$ cat config.mk
export PLATFORM = sky130hd
export DESIGN_NAME = json_string_unescape_utf8_flat
export DESIGN_NICKNAME = d
export VERILOG_FILES = /design/src/hdl/jsu_pkg.sv /design/src/hdl/jsu_in_if.sv /design/src/hdl/jsu_out_if.sv /design/src/hdl/json_string_unescape_utf8.sv /design/src/flat_wrapper.sv
export VERILOG_INCLUDE_DIRS = /design/src /design/src/hdl
export SDC_FILE = /design/constraint.sdc
export NUM_CORES = 1
export LEC_CHECK = 0
export CAP_MARGIN = 20
export CORE_MARGIN = 2
export CORE_UTILIZATION = 45
export DETAILED_ROUTE_END_ITERATION = 8
export DONT_BUFFER_PORTS = 1
export SYNTH_ARGS = -nofsm -noshare
export SYNTH_HDL_FRONTEND = slang
export SYNTH_SLANG_ARGS = --single-unit
export TNS_END_PERCENT = 100
$ cat constraint.sdc
create_clock -name clk -period 3 [get_ports clk]
set_clock_uncertainty 0.15 [all_clocks]
set_input_delay 0.6 -clock clk [delete_from_list [all_inputs] [get_ports clk]]
set_output_delay 0.6 -clock clk [all_outputs]
set_load 0.02 [all_outputs]
$ cat src/hdl/json_string_unescape_utf8_defines.svh
// assertion macros for the json string unescaper
// used by json_string_unescape_utf8 to check its own logic; needs clk and rst_n in scope
`ifndef JSON_STRING_UNESCAPE_UTF8_DEFINES_SVH
`define JSON_STRING_UNESCAPE_UTF8_DEFINES_SVH

// same-cycle implication, disabled in reset
`define JSU_ASSERT_NOW(label, ante, cons, msg) \
  label: assert property (@(posedge clk) disable iff (!rst_n) (ante) |-> (cons)) \
    else $error(msg);

// next-cycle implication, disabled in reset
`define JSU_ASSERT_NEXT(label, ante, cons, msg) \
  label: assert property (@(posedge clk) disable iff (!rst_n) (ante) |=> (cons)) \
    else $error(msg);

`endif

$ cat src/hdl/jsu_pkg.sv
// shared types, character codes and hex digit decode for the json unescaper
// no dependencies
package jsu_pkg;

  localparam int unsigned BYTE_W  = 8;
  localparam int unsigned MAX_RES = 4;
  localparam int unsigned RES_IDX_W = $clog2(MAX_RES);

  localparam logic [BYTE_W-1:0] CH_BSLASH = 8'h5C;
  localparam logic [BYTE_W-1:0] CH_SLASH  = 8'h2F;
  localparam logic [BYTE_W-1:0] CH_QUOTE  = 8'h22;
  localparam logic [BYTE_W-1:0] CH_QMARK  = 8'h3F;
  localparam logic [BYTE_W-1:0] CH_LOW_R  = 8'h72;
  localparam logic [BYTE_W-1:0] CH_LOW_N  = 8'h6E;
  localparam logic [BYTE_W-1:0] CH_LOW_F  = 8'h66;
  localparam logic [BYTE_W-1:0] CH_LOW_B  = 8'h62;
  localparam logic [BYTE_W-1:0] CH_LOW_T  = 8'h74;
  localparam logic [BYTE_W-1:0] CH_LOW_U  = 8'h75;
  localparam logic [BYTE_W-1:0] CH_CR     = 8'h0D;
  localparam logic [BYTE_W-1:0] CH_LF     = 8'h0A;
  localparam logic [BYTE_W-1:0] CH_FF     = 8'h0C;
  localparam logic [BYTE_W-1:0] CH_BS     = 8'h08;
  localparam logic [BYTE_W-1:0] CH_TAB    = 8'h09;

  localparam logic [15:0] SURR_MASK = 16'hFC00;
  localparam logic [15:0] SURR_HIGH = 16'hD800;
  localparam logic [15:0] CP_ONE_MAX = 16'h0080;
  localparam logic [15:0] CP_TWO_MAX = 16'h0800;

  localparam logic [7:0] LEAD_TWO   = 8'hC0;
  localparam logic [7:0] LEAD_THREE = 8'hE0;
  localparam logic [7:0] LEAD_FOUR  = 8'hF0;
  localparam logic [7:0] CONT_MARK  = 8'h80;

  typedef struct packed {
    logic [BYTE_W-1:0] in_byte;
    logic              string_end;
  } in_item_t;

  typedef struct packed {
    logic [BYTE_W-1:0] out_byte;
    logic              run_last;
    logic              bad_escape;
  } out_item_t;

  // {ok, value}; a non-hex byte gives value 0
  function automatic logic [4:0] hex_decode(input logic [BYTE_W-1:0] b);
    logic [4:0] r;
    r = 5'd0;
    if (b >= 8'h30 && b <= 8'h39) begin
      r = {1'b1, 4'(b - 8'h30)};
    end else if (b >= 8'h41 && b <= 8'h46) begin
      r = {1'b1, 4'(b - 8'h37)};
    end else if (b >= 8'h61 && b <= 8'h66) begin
      r = {1'b1, 4'(b - 8'h57)};
    end
    return r;
  endfunction

endpackage

$ cat src/hdl/jsu_in_if.sv
// input channel: escaped string bytes with valid/ready handshake
// depends on jsu_pkg
interface jsu_in_if;
  import jsu_pkg::*;

  logic     valid;
  logic     ready;
  in_item_t data;

  modport source (output valid, output data, input ready);
  modport sink   (input valid, input data, output ready);
endinterface

$ cat src/hdl/jsu_out_if.sv
// result channel: unescaped utf-8 bytes with valid/ready handshake
// depends on jsu_pkg
interface jsu_out_if;
  import jsu_pkg::*;

  logic      valid;
  logic      ready;
  out_item_t data;

  modport source (output valid, output data, input ready);
  modport sink   (input valid, input data, output ready);
endinterface

$ cat src/hdl/json_string_unescape_utf8.sv
// json string body unescaper producing utf-8, one input byte per transfer
// depends on jsu_pkg, jsu_in_if, jsu_out_if, json_string_unescape_utf8_defines.svh
//
// in_ch takes one escaped body byte per transfer with string_end on the last
// byte of a string. out_ch gives the unescaped bytes, zero to four per input
// byte, with run_last on the final byte that an input caused and bad_escape on
// bytes from malformed or unfinished escapes.
// An accepted byte waits in the input register until the result register is free;
// then it is decoded, the escape state is updated and up to four result bytes are
// loaded into the result register, from which the first result is offered.
// The result register drains one byte per cycle while out_ch is ready: an input
// that yields at most one byte then sustains one transfer per cycle on both sides,
// and an input yielding several bytes holds the decode step until its last byte
// transfers. Inputs yielding nothing pass through the decode step without loading
// a result.
// While out_ch is stalled the result register holds, and the input register
// still takes one more byte before in_ch ready drops.
// Reset empties both registers and returns the decoder to literal mode.
`include "json_string_unescape_utf8_defines.svh"

module json_string_unescape_utf8 (
  input logic      clk,
  input logic      rst_n,
  jsu_in_if.sink   in_ch,
  jsu_out_if.source out_ch
);
  import jsu_pkg::*;

  typedef enum logic [2:0] {
    M_NORMAL  = 3'd0,
    M_ESC     = 3'd1,
    M_HEX1    = 3'd2,
    M_SURR_BS = 3'd3,
    M_SURR_U  = 3'd4,
    M_HEX2    = 3'd5
  } mode_t;

  mode_t       mode_r, mode_nxt;
  logic [1:0]  count_r, count_nxt;
  logic [15:0] hex_r, hex_nxt;
  logic [15:0] high_r, high_nxt;
  logic        fault_r, fault_nxt;

  logic              item_valid_r;
  logic [BYTE_W-1:0] item_byte_r;
  logic              item_end_r;

  logic              bnd_valid_r;
  logic [BYTE_W-1:0] bnd_byte_r [MAX_RES];
  logic              bnd_bad_r  [MAX_RES];
  logic [RES_IDX_W-1:0] bnd_last_r;
  logic [RES_IDX_W-1:0] bnd_idx_r;

  logic [BYTE_W-1:0] res_byte [MAX_RES];
  logic              res_bad  [MAX_RES];
  logic [RES_IDX_W:0] n;
  logic [RES_IDX_W-1:0] res_last;

  logic        in_xfer, out_xfer, bnd_free, process;
  logic [4:0]  dig;
  logic [15:0] hex_shift;
  logic [20:0] pair_cp;

  assign out_xfer = out_ch.valid && out_ch.ready;
  assign bnd_free = !bnd_valid_r || (out_ch.ready && (bnd_idx_r == bnd_last_r));
  assign process  = item_valid_r && bnd_free;
  assign in_ch.ready = !item_valid_r || process;
  assign in_xfer  = in_ch.valid && in_ch.ready;

  assign out_ch.valid = bnd_valid_r;
  assign out_ch.data.out_byte   = bnd_byte_r[bnd_idx_r];
  assign out_ch.data.bad_escape = bnd_bad_r[bnd_idx_r];
  assign out_ch.data.run_last   = (bnd_idx_r == bnd_last_r);

  assign dig       = hex_decode(item_byte_r);
  assign hex_shift = {hex_r[11:0], dig[3:0]};
  assign pair_cp   = {5'({1'b0, high_r[9:6]} + 5'd1), high_r[5:0], hex_shift[9:0]};
  assign res_last  = RES_IDX_W'(n - 1'b1);

  always_comb begin
    for (int i = 0; i < MAX_RES; i++) begin
      res_byte[i] = '0;
      res_bad[i]  = 1'b0;
    end
    n         = '0;
    mode_nxt  = mode_r;
    count_nxt = count_r;
    hex_nxt   = hex_r;
    high_nxt  = high_r;
    fault_nxt = fault_r;

    unique case (mode_r)
      M_ESC: begin
        mode_nxt = M_NORMAL;
        n = 3'd1;
        res_bad[0] = 1'b0;
        case (item_byte_r)
          CH_LOW_R:  res_byte[0] = CH_CR;
          CH_LOW_N:  res_byte[0] = CH_LF;
          CH_BSLASH: res_byte[0] = CH_BSLASH;
          CH_SLASH:  res_byte[0] = CH_SLASH;
          CH_QUOTE:  res_byte[0] = CH_QUOTE;
          CH_LOW_F:  res_byte[0] = CH_FF;
          CH_LOW_B:  res_byte[0] = CH_BS;
          CH_LOW_T:  res_byte[0] = CH_TAB;
          CH_LOW_U: begin
            n         = 3'd0;
            mode_nxt  = M_HEX1;
            count_nxt = 2'd0;
            hex_nxt   = 16'd0;
            fault_nxt = 1'b0;
          end
          default: begin
            res_byte[0] = CH_QMARK;
            res_bad[0]  = 1'b1;
          end
        endcase
      end
      M_HEX1, M_HEX2: begin
        fault_nxt = fault_r | ~dig[4];
        hex_nxt   = hex_shift;
        if (count_r != 2'd3) begin
          count_nxt = count_r + 2'd1;
        end else begin
          count_nxt = 2'd0;
          mode_nxt  = M_NORMAL;
          if (mode_r == M_HEX2) begin
            n = 3'd4;
            res_byte[0] = LEAD_FOUR | {5'd0, pair_cp[20:18]};
            res_byte[1] = CONT_MARK | {2'd0, pair_cp[17:12]};
            res_byte[2] = CONT_MARK | {2'd0, pair_cp[11:6]};
            res_byte[3] = CONT_MARK | {2'd0, pair_cp[5:0]};
          end else if ((hex_shift & SURR_MASK) == SURR_HIGH) begin
            high_nxt = hex_shift;
            mode_nxt = M_SURR_BS;
          end else if (hex_shift < CP_ONE_MAX) begin
            n = 3'd1;
            res_byte[0] = hex_shift[7:0];
          end else if (hex_shift < CP_TWO_MAX) begin
            n = 3'd2;
            res_byte[0] = LEAD_TWO | {3'd0, hex_shift[10:6]};
            res_byte[1] = CONT_MARK | {2'd0, hex_shift[5:0]};
          end else begin
            n = 3'd3;
            res_byte[0] = LEAD_THREE | {4'd0, hex_shift[15:12]};
            res_byte[1] = CONT_MARK | {2'd0, hex_shift[11:6]};
            res_byte[2] = CONT_MARK | {2'd0, hex_shift[5:0]};
          end
          for (int i = 0; i < MAX_RES; i++) begin
            res_bad[i] = fault_r | ~dig[4];
          end
        end
      end
      M_SURR_BS: begin
        if (item_byte_r == CH_BSLASH) begin
          mode_nxt = M_SURR_U;
        end else begin
          n = 3'd1;
          res_byte[0] = CH_QMARK;
          res_bad[0]  = fault_r;
          mode_nxt    = M_NORMAL;
        end
      end
      M_SURR_U: begin
        if (item_byte_r == CH_LOW_U) begin
          mode_nxt  = M_HEX2;
          count_nxt = 2'd0;
          hex_nxt   = 16'd0;
        end else begin
          n = 3'd1;
          res_byte[0] = CH_QMARK;
          res_bad[0]  = fault_r;
          if (item_byte_r == CH_BSLASH) begin
            mode_nxt = M_ESC;
          end else begin
            mode_nxt = M_NORMAL;
            n = 3'd2;
            res_byte[1] = item_byte_r;
          end
        end
      end
      default: begin
        mode_nxt = M_NORMAL;
        if (item_byte_r == CH_BSLASH) begin
          mode_nxt = M_ESC;
        end else begin
          n = 3'd1;
          res_byte[0] = item_byte_r;
        end
      end
    endcase

    if (item_end_r) begin
      // string ended inside an escape
      if (mode_nxt != M_NORMAL) begin
        res_byte[n[RES_IDX_W-1:0]] = CH_QMARK;
        res_bad[n[RES_IDX_W-1:0]]  = 1'b1;
        n = n + 1'b1;
      end
      mode_nxt  = M_NORMAL;
      count_nxt = 2'd0;
      hex_nxt   = 16'd0;
      high_nxt  = 16'd0;
      fault_nxt = 1'b0;
    end
  end

  always_ff @(posedge clk) begin
    if (!rst_n) begin
      item_valid_r <= 1'b0;
      bnd_valid_r  <= 1'b0;
      bnd_idx_r    <= '0;
      bnd_last_r   <= '0;
      mode_r       <= M_NORMAL;
      count_r      <= 2'd0;
      hex_r        <= 16'd0;
      high_r       <= 16'd0;
      fault_r      <= 1'b0;
    end else begin
      if (in_xfer) begin
        item_valid_r <= 1'b1;
        item_byte_r  <= in_ch.data.in_byte;
        item_end_r   <= in_ch.data.string_end;
      end else if (process) begin
        item_valid_r <= 1'b0;
      end

      if (process) begin
        mode_r      <= mode_nxt;
        count_r     <= count_nxt;
        hex_r       <= hex_nxt;
        high_r      <= high_nxt;
        fault_r     <= fault_nxt;
        bnd_valid_r <= (n != '0);
        bnd_last_r  <= res_last;
        bnd_idx_r   <= '0;
        for (int i = 0; i < MAX_RES; i++) begin
          bnd_byte_r[i] <= res_byte[i];
          bnd_bad_r[i]  <= res_bad[i];
        end
      end else if (out_xfer) begin
        if (bnd_idx_r == bnd_last_r) begin
          bnd_valid_r <= 1'b0;
        end else begin
          bnd_idx_r <= bnd_idx_r + 1'b1;
        end
      end
    end
  end

  `JSU_ASSERT_NOW(a_ready_when_empty, !item_valid_r, in_ch.ready,
    "input register empty but not ready")
  `JSU_ASSERT_NEXT(a_run_continues, out_xfer && !out_ch.data.run_last, out_ch.valid,
    "result run broken before its last byte")
  `JSU_ASSERT_NOW(a_count_in_hex, count_r != 2'd0, mode_r == M_HEX1 || mode_r == M_HEX2,
    "digit count set outside a hex group")
  `JSU_ASSERT_NEXT(a_end_clears, process && item_end_r,
    mode_r == M_NORMAL && count_r == 2'd0 && !fault_r,
    "decoder state not cleared at string end")

endmodule

$ cat src/flat_wrapper.sv
// flat-port wrapper written by rule: the top's interface ports become plain ports
module json_string_unescape_utf8_flat import jsu_pkg::*;
  (clk, rst_n, in_ch_valid, in_ch_data, in_ch_ready, out_ch_valid, out_ch_data, out_ch_ready);
  jsu_in_if in_ch_i ();
  jsu_out_if out_ch_i ();
  input logic clk;
  input logic rst_n;
  input wire logic [$bits(in_ch_i.valid)-1:0] in_ch_valid;
  input wire logic [$bits(in_ch_i.data)-1:0] in_ch_data;
  output wire logic [$bits(in_ch_i.ready)-1:0] in_ch_ready;
  output wire logic [$bits(out_ch_i.valid)-1:0] out_ch_valid;
  output wire logic [$bits(out_ch_i.data)-1:0] out_ch_data;
  input wire logic [$bits(out_ch_i.ready)-1:0] out_ch_ready;
  assign in_ch_i.valid = in_ch_valid;
  assign in_ch_i.data = in_ch_data;
  assign in_ch_ready = in_ch_i.ready;
  assign out_ch_valid = out_ch_i.valid;
  assign out_ch_data = out_ch_i.data;
  assign out_ch_i.ready = out_ch_ready;
  json_string_unescape_utf8 u_core (.clk(clk), .rst_n(rst_n), .in_ch(in_ch_i), .out_ch(out_ch_i));
endmodule
# [Yosys cells after proc, flatten, opt, wreduce, memory -nomap -nowiden]
# Memory sizes are Yosys's and may differ from the RTL's. A register that Yosys moved wholly into a read port is not among the register bits.
# Cells that the tools add are included.
[classes] eq_ne=20 n_addsub=8 reduce_logical=31 bitwise=9 magnitude_cmp=10 n_mux=79
[ops] operator="$mux 32" n=3
[ops] operator="$pmux 7 s9" n=1
[ops] operator="$eq 8x7->1 const B" n=7
[ops] operator="$mux 10" n=5
[ops] operator="$mux 24" n=2
[ops] operator="$mux 8" n=5
[ops] operator="$mux 3" n=13
[ops] operator="$mux 16" n=2
[ops] operator="$pmux 8 s4" n=1
[ops] operator="$mux 14" n=2
[ops] operator="$mux 12" n=2
[ops] operator="$or 24x24->24" n=1
[ops] operator="$pmux 12 s2" n=1
[ops] operator="$mux 2" n=10
[ops] operator="$mux 1" n=17
[ops] operator="$demux 8 s2" n=1
[ops] operator="$eq 8x6->1 const B" n=2
[ops] operator="$ge 8x7->1 const B" n=2
[ops] operator="$le 8x7->1 const B" n=2
[ops] operator="$lt 16x12->1 const B" n=1
[ops] operator="$lt 16x8->1 const B" n=1
[ops] operator="$pmux 8 s2" n=1
[ops] operator="$mux 5" n=3
[ops] operator="$mux 4" n=3
[ops] operator="other kinds (41)" n=69
[word_totals] ram_bits=36 in_bits=13 ff_bits=43 out_inout_bits=12 wordCells=170 mem_count=2
[mem_list] name="u_core.bnd_byte_r" depth=4 word_bits=8 read_ports=1 rd_clocked_by_memory_dff=1 wr=4 line="json_string_unescape_utf8.sv:49" text="logic [BYTE_W-1:0] bnd_byte_r [MAX_RES];"
[mem_list] name="u_core.bnd_bad_r" depth=4 word_bits=1 read_ports=1 rd_clocked_by_memory_dff=1 wr=4 line="json_string_unescape_utf8.sv:50" text="logic bnd_bad_r [MAX_RES];"

# [Depth between registers and ports, before layout]
# Gate-level depths: netlist (run 1).
[logic_depth] word_depth=21 mapped_depth=14 mapped_depth_nobuf=14

# [Least setup slack after synthesis (run 1)]
# No wires, ideal clock.
[synth_timing] path_type="reg2reg" from="register u_core.item_byte_r[0]" to="register u_core.bnd_last_r[1]" setup_ns=0.128 stages_incl_launch_ff=15 t_arrival_ns=2.526 setup_slack_ns=0.196 synth_period_minus_slack_ns=2.804 path_cell_list="edfxtp_1 -> inv_1 -> ha_1 -> nand4b_1 -> or2_4 -> o21bai_2 -> nand4_4 -> inv_1 -> ha_1 -> inv_1 -> a21oi_1 -> ha_1 -> nor2_1 -> a21oi_1 -> nor2_1"
[synth_via] elab_chain_cells=16 word_cells_on_any_way=39 classes_between="5 x add/sub; 8 x order compare; 2 x eq/ne; 20 x mux; 4 x reduce/logical"
[synth_rtl] element="start, declared" line="json_string_unescape_utf8.sv:45" text="logic [BYTE_W-1:0] item_byte_r;"
[synth_rtl] element="start signal, assigned" line="json_string_unescape_utf8.sv:222" text="item_byte_r <= in_ch.data.in_byte;"
[synth_rtl] element="$ge 8x7->1 or $le 8x7->1 (tied branches)" line="jsu_pkg.sv:54" text="end else if (b >= 8'h61 && b <= 8'h66) begin"
[synth_rtl] element="$logic_and 1x1->1" line="jsu_pkg.sv:54"
[synth_rtl] element="$mux 5" line="jsu_pkg.sv:54"
[synth_rtl] element="$mux 5" line="jsu_pkg.sv:52" text="end else if (b >= 8'h41 && b <= 8'h46) begin"
[synth_rtl] element="$mux 5" line="jsu_pkg.sv:50" text="if (b >= 8'h30 && b <= 8'h39) begin"
[synth_rtl] element="$lt 16x12->1" line="json_string_unescape_utf8.sv:139" text="end else if (hex_shift < CP_TWO_MAX) begin"
[synth_rtl] element="$mux 1" line="json_string_unescape_utf8.sv:139"
[synth_rtl] element="$mux 3" line="json_string_unescape_utf8.sv:136" text="end else if (hex_shift < CP_ONE_MAX) begin"
[synth_rtl] element="$mux 3" line="json_string_unescape_utf8.sv:133" text="end else if ((hex_shift & SURR_MASK) == SURR_HIGH) begin"
[synth_rtl] element="$mux 3" line="json_string_unescape_utf8.sv:127" text="if (mode_r == M_HEX2) begin"
[synth_rtl] element="$mux 3" line="json_string_unescape_utf8.sv:122" text="if (count_r != 2'd3) begin"
[synth_rtl] element="$pmux 3 s3" line="json_string_unescape_utf8.sv:92" text="unique case (mode_r)"
[synth_rtl] element="$add 3x1->3" line="json_string_unescape_utf8.sv:198" text="n = n + 1'b1;"
[synth_rtl] element="$mux 3" line="json_string_unescape_utf8.sv:195" text="if (mode_nxt != M_NORMAL) begin"
[synth_rtl] element="$mux 3 *" line="json_string_unescape_utf8.sv:193" text="if (item_end_r) begin"
[synth_rtl] element="$sub 2x1->2 *" line="json_string_unescape_utf8.sv:78" text="assign res_last = RES_IDX_W'(n - 1'b1);"
[synth_rtl] element="end signal, assigned" line="json_string_unescape_utf8.sv:235" text="bnd_last_r <= res_last;"
[synth_rtl] element="end, declared" line="json_string_unescape_utf8.sv:51" text="logic [RES_IDX_W-1:0] bnd_last_r;"
# Every way passes the cells marked *; elsewhere a longest branch is shown, timed or not.
# A chain may end at the register's enable or synchronous reset.

==> results.txt, run 1 <==
status: completed
CP endpoint kind: flip-flop
vias in the first global route: 3617
power per cell area: 413 mW/mm²
period utilisation layout: 95.5%
most common cell in the netlist: nand2_1
Crit Path Class: reg2reg
first-pass GRT wire length: 20300 µm
register area share after synthesis: 45.0%
Clock Pin Slew Worst Setup and Hold Paths: 90 ps
Worst Tran Pin Value: 983 ps
clock buffer depth: 2
die width: 104 µm
CP Launch Type: flip-flop
Worst Path Arrival: 2790 ps
placed cell count: 592
CTS Buf Count: 9
total global-route track usage: 24.3%
fillers: 882
Rel. slew slack: 33.8%
antenna violations before repair: 0
Max Cap Violations: 0
Max FO, Critical Path: 6
clk sink count: 79
Slowest-stage cell, CP: or4_4
total number of vias: 3797
Yosys top cell by area: edfxtp_1
Die ar.: 0.0107 mm²
synthesis-to-layout area growth: 12.3%
number of antenna-violating nets in the routed design: 0
ANT cells: 0
syn avg cell area: 10.0 µm²
Tightest Hold Check Type: in2reg
top post-synthesis cells by area: edfxtp_1 29%, dfxtp_1 16%, a21oi_1 4.1%
Max Slew Vio Count: 0
Placeable Area: 0.00968 mm²
critical path cell sequence: or4_4 > nor3_4 > o21ai_2 > nand4_4 > inv_2 > ha_1 > a222oi_1 > o21ai_0
worst hold slack: 196 ps
Post-synth EDFFs: 43
Synth Register Bits: 79
routed wire length: 12900 µm
H-tree depth: 3
warnings from Yosys: 0
commonest cells in the synthesized netlist: 45 x nand2_1, 43 x edfxtp_1, 43 x nor2_1, 37 x a21oi_1, 36 x dfxtp_1
ys flop type: edfxtp_1
Yosys top cell area share: 28.9%
largest net degree at the start of global routing: 35
Root Buffer: clkbuf_8
RSZ-0062 raised after global routing: yes
GPL Wtd Cong: 0.965
Port Buffers: 0
HPWL after DPL: 9810 µm
ys async rst share: 0%
layout cells sized above 1: 18.7%
slowest stage delay, CP: 600 ps
TritonCTS clock tree: built
Buf/Inv on CP: 1
final net count: 494
CP delay by family, top: simple AND/OR/NAND/NOR gates
final setup vio count: 0
effective utilization at floorplan: 46.1%
Worst EP required: 2930 ps
DR vias/cell: 6.25
final setup TNS: 0 ps
syn nets: 470
Power Total: 2.07 mW
Max Fclk: 349 MHz
Die H: 104 µm
grt total ovfl: 0
I/O pin count: 25
Post-Synthesis Cells: 446
routed length per instance: 21.3 µm
Max rail drop VDD: 0.223 mV
DR iter-0 viols: 427
Post-Syn Area: 0.00447 mm²
DRC: 0
# hold bufs at CTS: 0
Synth cell types: 80
final-report hold violation count: 0
Period minus WS final: 2870 ps
First-pass DRT Iterations: 5
Post-Layout Cell Count: 608
clk_lat worst skew: 360 ps
Leakage Power: 1.82 nW
row cnt: 36
[cell usage in the layout, fill, tap and decap left out, types with 3 or more instances in the layout]
cell type,netlist,final
o221ai_1,7,7
clkbuf_8,0,9
nand4_1,4,4
ha_1,11,11
a21oi_1,37,36
mux4_2,8,8
o21bai_1,3,3
xnor2_1,4,4
dfxtp_1,36,36
nand2_1,45,45
and2_1,3,3
edfxtp_1,43,43
inv_1,16,15
a22o_1,13,13
clkinv_2,0,3
nor2b_1,4,4
nand3b_1,8,8
o21ai_0,19,19
nor3_1,13,13
a22oi_1,11,10
nand3_1,11,11
o211ai_1,7,7
nor2_1,43,42
buf_4,2,36
[layout make-up]
type	count	area (µm²)	share of cell area [%]
multi-input cells	327	2300	45.9
inverters	17	63.8	1.27
clock inverters	4	23.8	0.474
repair buffers	36	270	5.39
well taps	133	166	3.32
clock buffers	12	178	3.54
flip-flops and latches	79	2010	40.1
[worst register-to-register path: cells and delay by family (launching register included)]
| kind | cells | cell delay, ps |
|---|---|---|
| adder cells (fa/ha/maj) | 1 | 220 |
| AND/OR/NAND/NOR | 3 | 1040 |
| AO/OA/AOI/OAI | 3 | 750 |
| flip-flops | 1 | 370 |
| buffers and inverters | 1 | 60 |
[power by group]
part | switching, mW | internal, mW
registers | 0.0173 | 1.16
clock network | 0.393 | 0.401
logic | 0.0699 | 0.0347
[flip-flops by register name, indices dropped and copies added, names as in the netlist, named ones only]
| signal | count |
|---|---|
| u_core.bnd_bad_r | 4 |
| u_core.mode_r | 3 |
| u_core.bnd_last_r | 2 |
| u_core.bnd_idx_r | 2 |
| u_core.fault_r | 1 |
| u_core.item_end_r | 1 |
| u_core.hex_r | 12 |
| u_core.item_valid_r | 1 |
| u_core.high_r | 10 |
| u_core.bnd_byte_r | 30 |
| u_core.out_ch.valid | 1 |
| u_core.item_byte_r | 8 |
| u_core.count_r | 2 |
[metal layers]
layer	track usage [%]	routed length [µm]	vias to the layer above
met1	33.7	5570	1824
met4	8.11	342	0
met3	4.91	1010	37
met2	38.2	6010	188
met5	0	0	-
li1	-	-	1748
[path summary, 6_finish.rpt]
check | slack, ps | start | end | cells past startpoint
min | 200 | in_ch_data[8] | u_core.item_byte_r[7]$_DFFE_PP_ | 0
max | 130 | u_core.hex_r[8]$_SDFFE_PN0P_ | u_core.bnd_byte_r[1][2]$_DFFE_PP_ | 8
min reg2reg | 320 | u_core.high_r[0]$_SDFFE_PN0P_ | u_core.high_r[0]$_SDFFE_PN0P_ | 2
max reg2reg | 130 | u_core.hex_r[8]$_SDFFE_PN0P_ | u_core.bnd_byte_r[1][2]$_DFFE_PP_ | 8
[cell families (layout without fill, tap and decap cells)]
| logic type | after synthesis | count (layout) | synth area share, % |
|---|---|---|---|
| buffers and inverters | 40 | 69 | 3.84 |
| AO/OA/AOI/OAI | 134 | 134 | 21.7 |
| adder cells (fa/ha/maj) | 12 | 12 | 3.30 |
| AND/OR/NAND/NOR | 165 | 165 | 20.5 |
| flip-flops | 79 | 79 | 45.0 |
| multiplexers | 10 | 10 | 4.48 |
| XOR/XNOR | 6 | 6 | 1.18 |
[what timing repair did]
item	in CTS	in global routing
hold endpoints to repair	0	0
endpoints found under the setup margin	0	21
resized for setup	0	5
buffers inserted	0	0
[metrics by stage]
step / instance area, µm² / setup slack [ps] / utilization (%)
6_report: 5020 / 134 / 51.8
5_1_grt: 5020 / -48.0 / 51.8
4_1_cts: 5000 / 102 / 51.6
3_5_place_dp: 4800 / 125 / 49.5
3_3_place_gp: 4800 / -12.5 / 49.5
2_1_floorplan: 4470 / 196 / -
(Power assumes the default switching activity.)
==> run 2, diff against run 1 <==
- CTS_BUF_LIST: not set -> sky130_fd_sc_hd__clkbuf_8 sky130_fd_sc_hd__clkbuf_16
==> results.txt, run 2 (synthesized netlist as in run 1, its figures left out) <==
Leakage Power: 1.82 nW
register bank with the most flops: u_core.bnd_byte_r
final core utilization: 51.8%
vias in the first global route: 3617
die width: 104 µm
Port Buffers: 0
final setup vio count: 0
fillers: 882
Rel. slew slack: 34.0%
number of buffers added for setup after CTS: 0
Setup WS pre-CTS: 125 ps
Final Cell Area: 0.00502 mm²
TritonCTS clock tree: built
Worst Path Arrival: 2820 ps
total global-route track usage: 24.3%
first-pass GRT wire length: 20300 µm
antenna violations before repair: 0
Die ar.: 0.0107 mm²
final-report hold violation count: 0
Die H: 104 µm
final net count: 494
commonest non-fill, non-tap cell in the layout: nand2_1
First-pass DRT Iterations: 5
Worst EP required: 2920 ps
Max Fclk: 346 MHz
DR iter-0 viols: 407
DRC: 0
HPWL after DPL: 9810 µm
Clock Pin Slew Worst Setup and Hold Paths: 90 ps
Max Cap Violations: 0
I/O pin count: 25
routed length per instance: 21.3 µm
layout cells sized above 1: 18.9%
r2r setup slk: 110 ps
top flop regs: u_core.bnd_byte_r x30, u_core.hex_r x12, u_core.high_r x10
most frequent cells in the layout: 45 x nand2_1, 43 x edfxtp_1, 42 x nor2_1
Max FO, Critical Path: 6
CP Launch Type: flip-flop
synthesis-to-layout area growth: 12.3%
total number of vias: 3819
grt total ovfl: 0
final setup TNS: 0 ps
clk_lat worst skew: 360 ps
period utilisation layout: 96.4%
RSZ-0062 raised after global routing: yes
ANT cells: 0
Max rail drop VDD: 0.223 mV
largest net degree at the start of global routing: 35
row cnt: 36
Crit Path Class: reg2reg
effective utilization at floorplan: 46.1%
placed cell count: 592
GPL Wtd Cong: 0.965
Period minus WS final: 2890 ps
Placeable Area: 0.00968 mm²
Tightest Hold Check Type: in2reg
CP endpoint kind: flip-flop
power per cell area: 413 mW/mm²
Max Slew Vio Count: 0
DR vias/cell: 6.28
Worst Tran Pin Value: 979 ps
status: completed
clock buffer depth: 2
number of antenna-violating nets in the routed design: 0
max reg flops: 30
Placed Area: 0.00480 mm²
clk sink count: 79
Root Buffer: clkbuf_8
routed wire length: 12900 µm
H-tree depth: 3
CTS Buf Count: 9
Post-Layout Cell Count: 608
final worst slack: 108 ps
-- run 2: path summary, 6_finish.rpt --
kind / from / to / cells past startpoint
worst max-delay path: u_core.hex_r[8]$_SDFFE_PN0P_ / u_core.bnd_byte_r[1][2]$_DFFE_PP_ / 8
worst min-delay path: in_ch_data[8] / u_core.item_byte_r[7]$_DFFE_PP_ / 0
worst max register to register: u_core.hex_r[8]$_SDFFE_PN0P_ / u_core.bnd_byte_r[1][2]$_DFFE_PP_ / 8
worst min register to register: u_core.high_r[0]$_SDFFE_PN0P_ / u_core.high_r[0]$_SDFFE_PN0P_ / 2
-- run 2: through the flow --
stage	power [mW]	hold WS, ps
5_1_grt	2.14	175
6_report	2.07	196
3_3_place_gp	1.30	312
2_1_floorplan	1.27	282
4_1_cts	2.08	179
3_5_place_dp	1.30	306
-- run 2: final cells by class --
| cell class | instances | area [µm²] | area share (%) |
|---|---|---|---|
| Timing Repair Buffer | 36 | 270 | 5.39 |
| Clock inverter | 5 | 27.5 | 0.549 |
| Multi-Input combinational cell | 327 | 2300 | 45.9 |
| Tap cell | 133 | 166 | 3.32 |
| Sequential cell | 79 | 2010 | 40.1 |
| Inverter | 17 | 63.8 | 1.27 |
| Clock buffer | 11 | 174 | 3.47 |
-- run 2: worst max-delay path: stages, from the launching register on --
cell,delay [ps]
dfxtp_1,370
or4_4,600
nor3_4,290
o21ai_2,120
nand4_4,160
inv_2,60
ha_1,220
a222oi_1,490
o21ai_0,150
-- run 2: per-layer routing --
metal	part of all wire [%]	global-route usage (%)	vias up
met2	47	38.2	190
met5	0	0	-
met3	8.1	4.91	28
met4	2.3	8.11	0
li1	-	-	1751
met1	43	33.7	1850
-- run 2: timing repair --
| item | CTS | global route |
|---|---|---|
| hold buffers | 0 | 0 |
| setup endpoints to repair | 0 | 21 |
| gates resized for setup | 0 | 6 |
-- run 2: report_power, final --
| group | internal (mW) | leakage, nW | total (mW) | switching [mW] |
|---|---|---|---|---|
| clock network | 0.397 | 0.111 | 0.791 | 0.393 |
| logic | 0.0347 | 1.01 | 0.105 | 0.0701 |
| registers | 1.16 | 0.693 | 1.17 | 0.0177 |
| total | 1.59 | 1.82 | 2.07 | 0.481 |
